===== src/hw/rtl/tmq_pkg.sv =====
// shared types and constants of the tagged message match queue
`default_nettype none

package tmq_pkg;

    localparam int KEY_W         = 64;
    localparam int HANDLE_W      = 16;
    localparam int COMM_W        = 16;
    localparam int RANK_W        = 16;
    localparam int TAG_W         = 32;
    localparam int COUNT_W       = 7;
    localparam int STATUS_W      = 2;
    localparam int STORE_ENTRIES = 64;

    localparam logic [COUNT_W-1:0] COUNT_MAX = '1;

    localparam logic OP_ADD  = 1'b0;
    localparam logic OP_FIND = 1'b1;

    localparam logic [STATUS_W-1:0] STATUS_OK       = 2'd0;
    localparam logic [STATUS_W-1:0] STATUS_NO_MATCH = 2'd1;
    localparam logic [STATUS_W-1:0] STATUS_FULL     = 2'd2;

    // commands broadcast to every cell of the row
    typedef struct packed {
        logic cmp;
        logic add;
        logic find;
    } cell_ctrl_t;

endpackage

`default_nettype wire


===== src/hw/rtl/tmq_cell.sv =====
// one storage cell of the match row: key, handle, occupied bit and key compare
`default_nettype none

module tmq_cell (
    input  wire                            clk,
    input  wire                            rst_n,
    input  tmq_pkg::cell_ctrl_t            ctrl,
    input  wire  [tmq_pkg::KEY_W-1:0]      cmp_key,
    input  wire  [tmq_pkg::KEY_W-1:0]      wr_key,
    input  wire  [tmq_pkg::HANDLE_W-1:0]   wr_handle,
    input  wire                            prev_valid,
    input  wire                            hit_in,
    input  wire  [tmq_pkg::HANDLE_W-1:0]   hout_in,
    input  wire                            next_valid,
    input  wire  [tmq_pkg::KEY_W-1:0]      next_key,
    input  wire  [tmq_pkg::HANDLE_W-1:0]   next_handle,
    output logic                           valid,
    output logic [tmq_pkg::KEY_W-1:0]      key,
    output logic [tmq_pkg::HANDLE_W-1:0]   handle,
    output logic                           hit_out,
    output logic [tmq_pkg::HANDLE_W-1:0]   hout_out
);

    logic                            valid_reg;
    logic                            match_reg;
    logic [tmq_pkg::KEY_W-1:0]       key_reg;
    logic [tmq_pkg::HANDLE_W-1:0]    handle_reg;
    logic                            take;
    logic                            shift;
    logic                            write_here;

    // first matching cell hands out its handle, it and all later cells pull from the next
    assign take       = match_reg && !hit_in;
    assign shift      = match_reg || hit_in;
    assign write_here = !valid_reg && prev_valid;

    assign hit_out  = shift;
    assign hout_out = hout_in | (take ? handle_reg : '0);
    assign valid    = valid_reg;
    assign key      = key_reg;
    assign handle   = handle_reg;

    always_ff @(posedge clk or negedge rst_n)
    begin
        if (!rst_n)
        begin
            valid_reg <= 1'b0;
            match_reg <= 1'b0;
        end
        else
        begin
            if (ctrl.cmp)
            begin
                match_reg <= valid_reg && (key_reg == cmp_key);
            end
            if (ctrl.add && write_here)
            begin
                valid_reg <= 1'b1;
            end
            else if (ctrl.find && shift)
            begin
                valid_reg <= next_valid;
            end
        end
    end

    always_ff @(posedge clk)
    begin
        if (ctrl.add && write_here)
        begin
            key_reg    <= wr_key;
            handle_reg <= wr_handle;
        end
        else if (ctrl.find && shift)
        begin
            key_reg    <= next_key;
            handle_reg <= next_handle;
        end
    end

endmodule

`default_nettype wire


===== config.mk =====
export PLATFORM = sky130hd
export DESIGN_NAME = tmq_cell
export DESIGN_NICKNAME = d
export VERILOG_FILES = /design/src/hw/rtl/tmq_pkg.sv /design/src/hw/rtl/tmq_cell.sv
export SDC_FILE = /design/constraint.sdc
export NUM_CORES = 1
export LEC_CHECK = 0
export ABC_AREA = 1
export BUFFER_PORTS_ARGS = -buffer_cell sky130_fd_sc_hd__buf_2
export CAP_MARGIN = 5
export CORE_AREA = 2 2 133 135
export DETAILED_ROUTE_END_ITERATION = 8
export DIE_AREA = 0 0 135 137
export GPL_ROUTABILITY_DRIVEN = 0
export PLACE_DENSITY = 0.67
export SLEW_MARGIN = 10
export SYNTH_ARGS = -nofsm -noshare
export SYNTH_HDL_FRONTEND = slang
export SYNTH_SLANG_ARGS = --single-unit

===== constraint.sdc =====
create_clock -name clk -period 3.2 [get_ports clk]
set_clock_uncertainty 0.1 [all_clocks]
set_input_delay 0.64 -clock clk [delete_from_list [all_inputs] [get_ports clk]]
set_output_delay 0.64 -clock clk [all_outputs]
set_load 0.01 [all_outputs]

* After elaboration in Yosys (flattened, before gate mapping)
Index checks and enable logic that the tools add are counted.
Storage, ports and cells: register bits 82, output and inout bits 98, word-level logic and storage cells 22, bits of input ports 248
Operators by class: equality and inequality tests 1, bitwise operators 1, muxes and demuxes 7, reductions and logical operators 9
Operators by type and width (count):
- 2-to-1 mux 64 bit | 2
- equality test 64 bit | 1
- 2-to-1 mux 16 bit | 3
- OR 16 bit | 1
- logical AND 1 bit | 5
- logical NOT 1 bit | 2
- 2-to-1 mux 1 bit | 2
- nonzero test 2 bit | 1
- logical OR 1 bit | 1

* Logic depth before layout (Yosys ltp)
Gate-level depths: netlist of run 1.
depth after elaboration 4, gate-level depth with buffers 10, gate-level depth less buffers 10

* Worst setup path before layout of run 1
No wires, ideal clock.
path type input to register, start in hit_in, end reg handle_reg (netlist bit handle[0]), enable pin, required time 2.659 ns, stages on the path 4, path slack -0.101 ns, library setup time 0.441 ns, data arrival time 2.761 ns, path buffers 0, cells stage by stage clkinv_1 -> nand2_1 -> nand2_1 -> nand2_1
On the way: word-level cells in the longest chain between the ends 3
RTL lines:
- from (decl) | RTL line tmq_cell.sv:12 | input wire hit_in,
- logical OR 1 bit | RTL line tmq_cell.sv:34 | assign shift = match_reg || hit_in;
- named net hit_out | RTL line tmq_cell.sv:20 | output logic hit_out,
- logical AND 1 bit | RTL line tmq_cell.sv:74 | else if (ctrl.find && shift)
- nonzero test 2 bit (no line)
- to (signal assigned) | RTL line tmq_cell.sv:72 | handle_reg <= wr_handle;
- to (signal assigned) | RTL line tmq_cell.sv:77 | handle_reg <= next_handle;
- to (decl) | RTL line tmq_cell.sv:27 | logic [tmq_pkg::HANDLE_W-1:0] handle_reg;
The timed path passes the listed nets, and every way through them passes these cells. A chain may end at the register's enable or synchronous reset.

* Worst setup path in the final report of run 1
start reg valid_reg (netlist: valid), end reg key_reg (netlist bit key[19]), enable pin
On the way: word-level cells in the longest chain between the ends 4
RTL lines:
- from (decl) | RTL line tmq_cell.sv:24 | logic valid_reg;
- from (signal assigned) | RTL line tmq_cell.sv:62 | valid_reg <= next_valid;
- logical NOT 1 bit | RTL line tmq_cell.sv:35 | assign write_here = !valid_reg && prev_valid;
- logical AND 1 bit | RTL line tmq_cell.sv:35
- logical AND 1 bit | RTL line tmq_cell.sv:69 | if (ctrl.add && write_here)
- nonzero test 2 bit (no line)
- to (signal assigned) | RTL line tmq_cell.sv:71 | key_reg <= wr_key;
- to (signal assigned) | RTL line tmq_cell.sv:76 | key_reg <= next_key;
- to (decl) | RTL line tmq_cell.sv:26 | logic [tmq_pkg::KEY_W-1:0] key_reg;
No other way between the ends.

==> impl_metrics.tcl, run 1 <==
set metrics [dict create \
    finalSetupViolations 0 \
    ios 346 \
    path_cells "nand3b_4 -> nand2_4 -> buf_4" \
    vias 4567 \
    hold_buffers 1 \
    syn-num-nets 737 \
    tightest_slew_ns 0.588 \
    setup_ws_ns 1.04 \
    path_class "register to register" \
    power_frac_comb_pct 22.9 \
    die_w_um 135 \
    post-route-util_pct 43.6 \
    rrSetupSlack_ns 1.04 \
    maxSlewHeadroom_pct 60.8 \
    cts_tree "done" \
    nNetsFinal 1088 \
    dr.pass1.iters 4 \
    crit_fanout 36 \
    numCtsBuffers 9 \
    grt_overflow 0 \
    cp_num_cells 3 \
    ir_worst_vdd_mv 0.239 \
    core-area_mm2 0.0171 \
    cts_buffer_depth 2 \
    yosysUniqueCellTypes 19 \
    outcome "finished, final reports clean" \
    initial_utilization_pct 30.5 \
    crit_end "key[19]$_DFFE_PP_" \
    critPathCaptureType "register" \
    maxCapViolCount 0 \
    dp_worst_setup_slack_ns 0.739 \
    clkPwrFrac_pct 33.7 \
    cts_setup_buffers 0 \
    grt_max_degree 45 \
    rsz0062_at_grt "false" \
    port_buffers 345 \
    ys_seq_area_share_pct 47.1 \
    ys_top_cells_by_area "edfxtp_1 (46%), mux2_4 (22%), nand2_1 (9.0%), inv_1 (5.6%), nor2_1 (4.3%)" \
    swShare_pct 27.0 \
    finalHoldViolations 0 \
    crit_slowest_cell "nand3b_4" \
    dieArea_mm2 0.0185 \
    die_y_um 137 \
    fin_tns_setup_ns 0 \
    vias_per_cell 4.26 \
    clkSlewWorstSetupHoldPaths_ns 0.06 \
    grtUsageTotal_pct 16.9 \
    routed_wirelength_mm 16.5 \
    p_int_mw 2.30 \
    r2r_cells 3 \
    htreeDepth 3 \
    ys_async_sr_fraction_pct 2.44 \
    synth_top_area_share_pct 46.1 \
    synthToLayoutAreaGrowth_pct 42.7 \
    drcViolationCount 0 \
    crit_buf_inv 1 \
    cpPeakStageDelay_ns 0.54 \
    rows 48 \
    r2r-end "key[19]$_DFFE_PP_" \
    cp.arrival_ns 2.04 \
    cts_resized 0 \
    max_freq_mhz 463 \
    wl_per_cell_um 15.4 \
    power_density_mw_per_mm2 424 \
    post-synth-top-area-cell "edfxtp_1" \
    antenna_found_initial 4 \
    largest_register_ffs 64 \
    syn_area_mm2 0.00521 \
    cp-startpoint "valid$_DFFE_PN0P_" \
    rr_startpoint "valid$_DFFE_PN0P_" \
    leakagePower_nw 4.05 \
    yosys-top-cells-count "nand2_1 (125), edfxtp_1 (80), inv_1 (78), mux2_4 (78), nor2_1 (59)" \
    final_antenna_net_count 0 \
    dpl.hpwl_mm 13.8 \
    critPathRequiredTime_ns 3.08 \
    synth_most_common_cell "nand2_1" \
    min_path_type "input pin to register" \
    dr.first_iter.drc_count 167 \
    pwr-share-seq_pct 43.4 \
    clock_latency_ns 0.34 \
    grt_pass1_vias 4508 \
    period_minus_slack_ns 2.16 \
    cts_sinks 82 \
    synthFlopType "edfxtp_1" \
    p_sw_uw 850 \
    synth_edf_count 80 \
    cp-start-kind "register" \
    yosysWarnings 0 \
    crit_family "simple AND/OR/NAND/NOR gates" \
    syn_inst 489 \
    ys_ff_latch 82 \
    cts_root_buf "clkbuf_16" \
    avgSynthCellArea_um2 10.7 \
    drive_gt1_share_pct 55.1 \
    fin_crit_sh_pct 67.6 \
    slew_violations 0 \
    grt_pass1_wl_mm 23.2 \
]
-- power groups by stage --
stage	clock [mW]	combinational, mW	sequential (mW)
global route	1.13	0.790	1.38
detailed placement	0	0.730	1.39
CTS	1.10	0.732	1.37
floorplan	0	0.377	1.42
finish	1.06	0.721	1.37
global placement	0	0.717	1.39
-- through the flow --
stage          cell area [µm²]  power [mW]  hold WS [ns]  instances
6_report                  7430        3.15         0.468       1072
3_5_place_dp              7120        2.12         0.331       1053
4_1_cts                   7430        3.20         0.452       1070
2_1_floorplan             5210        1.80         0.244        489
3_3_place_gp              7120        2.10         0.329       1053
5_1_grt                   7430        3.30         0.466       1071
-- placed cells by master (no fill, tap or decap), types with 3 or more instances in the layout --
cell type / synthesis / routed
clkbuf_16: 0 / 9
nand3_1: 6 / 6
o21ai_0: 14 / 14
edfxtp_1: 80 / 80
nor2_1: 59 / 59
buf_12: 9 / 3
buf_2: 1 / 345
inv_1: 78 / 78
xnor2_1: 11 / 11
mux2_4: 78 / 78
a31o_2: 16 / 16
clkinv_4: 0 / 3
buf_4: 0 / 3
nand2_1: 125 / 124
-- kinds of logic after synthesis --
family                 count (synthesis)  synth area share, %
buffers and inverters                 91                 9.39
AO/OA/AOI/OAI                         32                 4.27
XOR/XNOR                              12                 2.02
AND/OR/NAND/NOR                      192                 14.3
flip-flops                            82                 47.1
multiplexers                          80                 22.9
-- worst min-delay path by stage --
stage,slack [ns],end,cells after the start,startpoint
floorplan,0.24,match_reg$_DFFE_PN0P_,0,rst_n
global placement,0.33,valid$_DFFE_PN0P_,1,rst_n
detailed placement,0.33,valid$_DFFE_PN0P_,1,rst_n
CTS,0.45,valid$_DFFE_PN0P_,3,next_valid
global route,0.47,valid$_DFFE_PN0P_,3,next_valid
finish,0.47,valid$_DFFE_PN0P_,3,next_valid
-- worst register-to-register path: cells and delay by family, from the launching register on --
| kind | cells | cell delay, ns |
|---|---|---|
| buffers and inverters | 1 | 0.45 |
| flip-flops | 1 | 0.43 |
| AND/OR/NAND/NOR | 2 | 0.80 |
-- area by class of cell --
| cell class | count | area (µm²) |
|---|---|---|
| Fill cell | 1695 | 9620 |
| Sequential cell | 82 | 2450 |
| Multi-Input combinational cell | 316 | 2280 |
| Timing Repair Buffer | 352 | 1820 |
| Inverter | 79 | 297 |
| Tap cell | 225 | 282 |
| Clock buffer | 9 | 225 |
| Clock inverter | 7 | 77.6 |
| Antenna cell | 2 | 5.00 |
-- routing by layer --
metal	up-vias	GRT usage (%)	part of all wire, %
met5	-	0	0.21
met4	4	7.35	2.2
met3	28	4.00	6.9
met2	187	30.9	52
met1	2038	18.8	39
li1	2310	-	-
No activity file was read; power rests on OpenSTA's default activity.
==> run 2: changes to the inputs <==
--- a/config.mk
+++ b/config.mk
@@ -12,7 +12,7 @@
 export DETAILED_ROUTE_END_ITERATION = 8
 export DIE_AREA = 0 0 135 137
 export GPL_ROUTABILITY_DRIVEN = 0
-export PLACE_DENSITY = 0.67
+export PLACE_DENSITY = 0.65
 export SLEW_MARGIN = 10
 export SYNTH_ARGS = -nofsm -noshare
 export SYNTH_HDL_FRONTEND = slang
==> constraint.sdc (replaced) <==
create_clock -name clk -period 2.1 [get_ports clk]
set_clock_uncertainty 0.1 [all_clocks]
set_input_delay 0.42 -clock clk [delete_from_list [all_inputs] [get_ports clk]]
set_output_delay 0.42 -clock clk [all_outputs]
set_load 0.01 [all_outputs]
==> impl_metrics.tcl, run 2 (synthesis gave the netlist of run 1 again) <==
set metrics [dict create \
    cts_root_buf "clkbuf_16" \
    pwr-share-seq_pct 44.1 \
    grt_overflow 0 \
    rows 48 \
    core-area_mm2 0.0171 \
    critPathCaptureType "output port" \
    drcViolationCount 0 \
    final_cell_mix "buf_2 (345), nand2_1 (124), edfxtp_1 (80)" \
    dpl.hpwl_mm 13.7 \
    dr.pass1.iters 4 \
    nNetsFinal 1089 \
    cts_sinks 82 \
    final_common_cell "buf_2" \
    initial_utilization_pct 30.5 \
    min_path_type "input pin to register" \
    cts_setup_buffers 0 \
    p_int_mw 3.39 \
    htreeDepth 3 \
    leakagePower_nw 4.05 \
    cp-start-kind "register" \
    cts_resized 0 \
    numCtsBuffers 9 \
    hold_ws_ns 0.224 \
    max_freq_mhz 535 \
    tightest_slew_ns 0.386 \
    swShare_pct 28.1 \
    hold_buffers 1 \
    slew_violations 0 \
    largest_register_ffs 64 \
    rsz0062_at_grt "false" \
    cp.arrival_ns 1.35 \
    power_density_mw_per_mm2 634 \
    fin_tns_setup_ns 0 \
    antenna_found_initial 2 \
    die_y_um 137 \
    cts_tree "done" \
    maxSlewHeadroom_pct 74.3 \
    cts_buffer_depth 2 \
    grt_pass1_wl_mm 23.4 \
    wl_per_cell_um 15.5 \
    die_w_um 135 \
    drive_gt1_share_pct 55.2 \
    dr.first_iter.drc_count 140 \
    period_minus_slack_ns 1.87 \
    maxCapViolCount 0 \
    synthToLayoutAreaGrowth_pct 42.9 \
    ios 346 \
    vias 4651 \
    grtUsageTotal_pct 17.1 \
    final_antenna_net_count 0 \
    port_buffers 345 \
    ir_worst_vdd_mv 0.334 \
    dieArea_mm2 0.0185 \
    clkSlewWorstSetupHoldPaths_ns 0.07 \
    grt_max_degree 48 \
    outcome "finished, final reports clean" \
    power_frac_comb_pct 23.6 \
    clkPwrFrac_pct 32.4 \
    p_sw_mw 1.33 \
    vias_per_cell 4.33 \
    finalHoldViolations 0 \
    grt_pass1_vias 4458 \
    finalSetupViolations 0 \
    routed_wirelength_mm 16.7 \
    critPathRequiredTime_ns 1.58 \
    crit_fanout 16 \
    path_class "register to output port" \
    fin_crit_sh_pct 89.0 \
    clock_latency_ns 0.34 \
]
[run 2: power groups by stage]
stage	Sequential [mW]	Clock [mW]	Combinational, mW
floorplan	2.16	0	0.575
global placement	2.11	0	1.10
detailed placement	2.11	0	1.12
CTS	2.08	1.57	1.13
global route	2.10	1.64	1.22
finish	2.08	1.53	1.11
[run 2: worst paths after layout]
check,end,startpoint,cells past startpoint,slack [ns]
setup reg to reg,key[26]$_DFFE_PP_,valid$_DFFE_PN0P_,3,0.43
hold reg to reg,valid$_DFFE_PN0P_,valid$_DFFE_PN0P_,2,0.47
hold / removal,valid$_DFFE_PN0P_,next_valid,3,0.22
max in group asynchronous,match_reg$_DFFE_PN0P_,rst_n,2,1.45
min in group asynchronous,valid$_DFFE_PN0P_,rst_n,2,0.32
setup / recovery,hout_out[5],match_reg$_DFFE_PN0P_,3,0.23
[run 2: layout make-up]
type                    instances  area (µm²)
flip-flops and latches         82        2450
diodes                          2        5.00
well taps                     225         282
repair buffers                353        1850
inverters                      79         297
fillers                      1697        9610
clock buffers                   9         225
multi-input cells             316        2280
clock inverters                 7        55.1
[run 2: per-stage QoR]
stage               util [%]  std cells  power (mW)  setup slack [ns]  area (µm²)
finish                  43.6       1073        4.72             0.231        7440
global route            43.6       1072        4.95             0.163        7440
CTS                     43.6       1071        4.78             0.180        7440
detailed placement      41.9       1054        3.24             0.381        7150
global placement        41.9       1054        3.21             0.399        7150
floorplan                  -        489        2.74             0.152        5220
[run 2: critical path, stage by stage, from the launching register on]
cell	delay (ns)
dfrtp_1	0.40
buf_4	0.21
a31o_2	0.26
buf_2	0.14
[run 2: metal layers]
metal	global-route usage (%)	wire length (µm)	vias to the layer above
met4	6.08	325	0
met5	0	0	-
met2	30.6	8470	211
li1	-	-	2314
met3	4.15	1230	20
met1	20.1	6650	2106
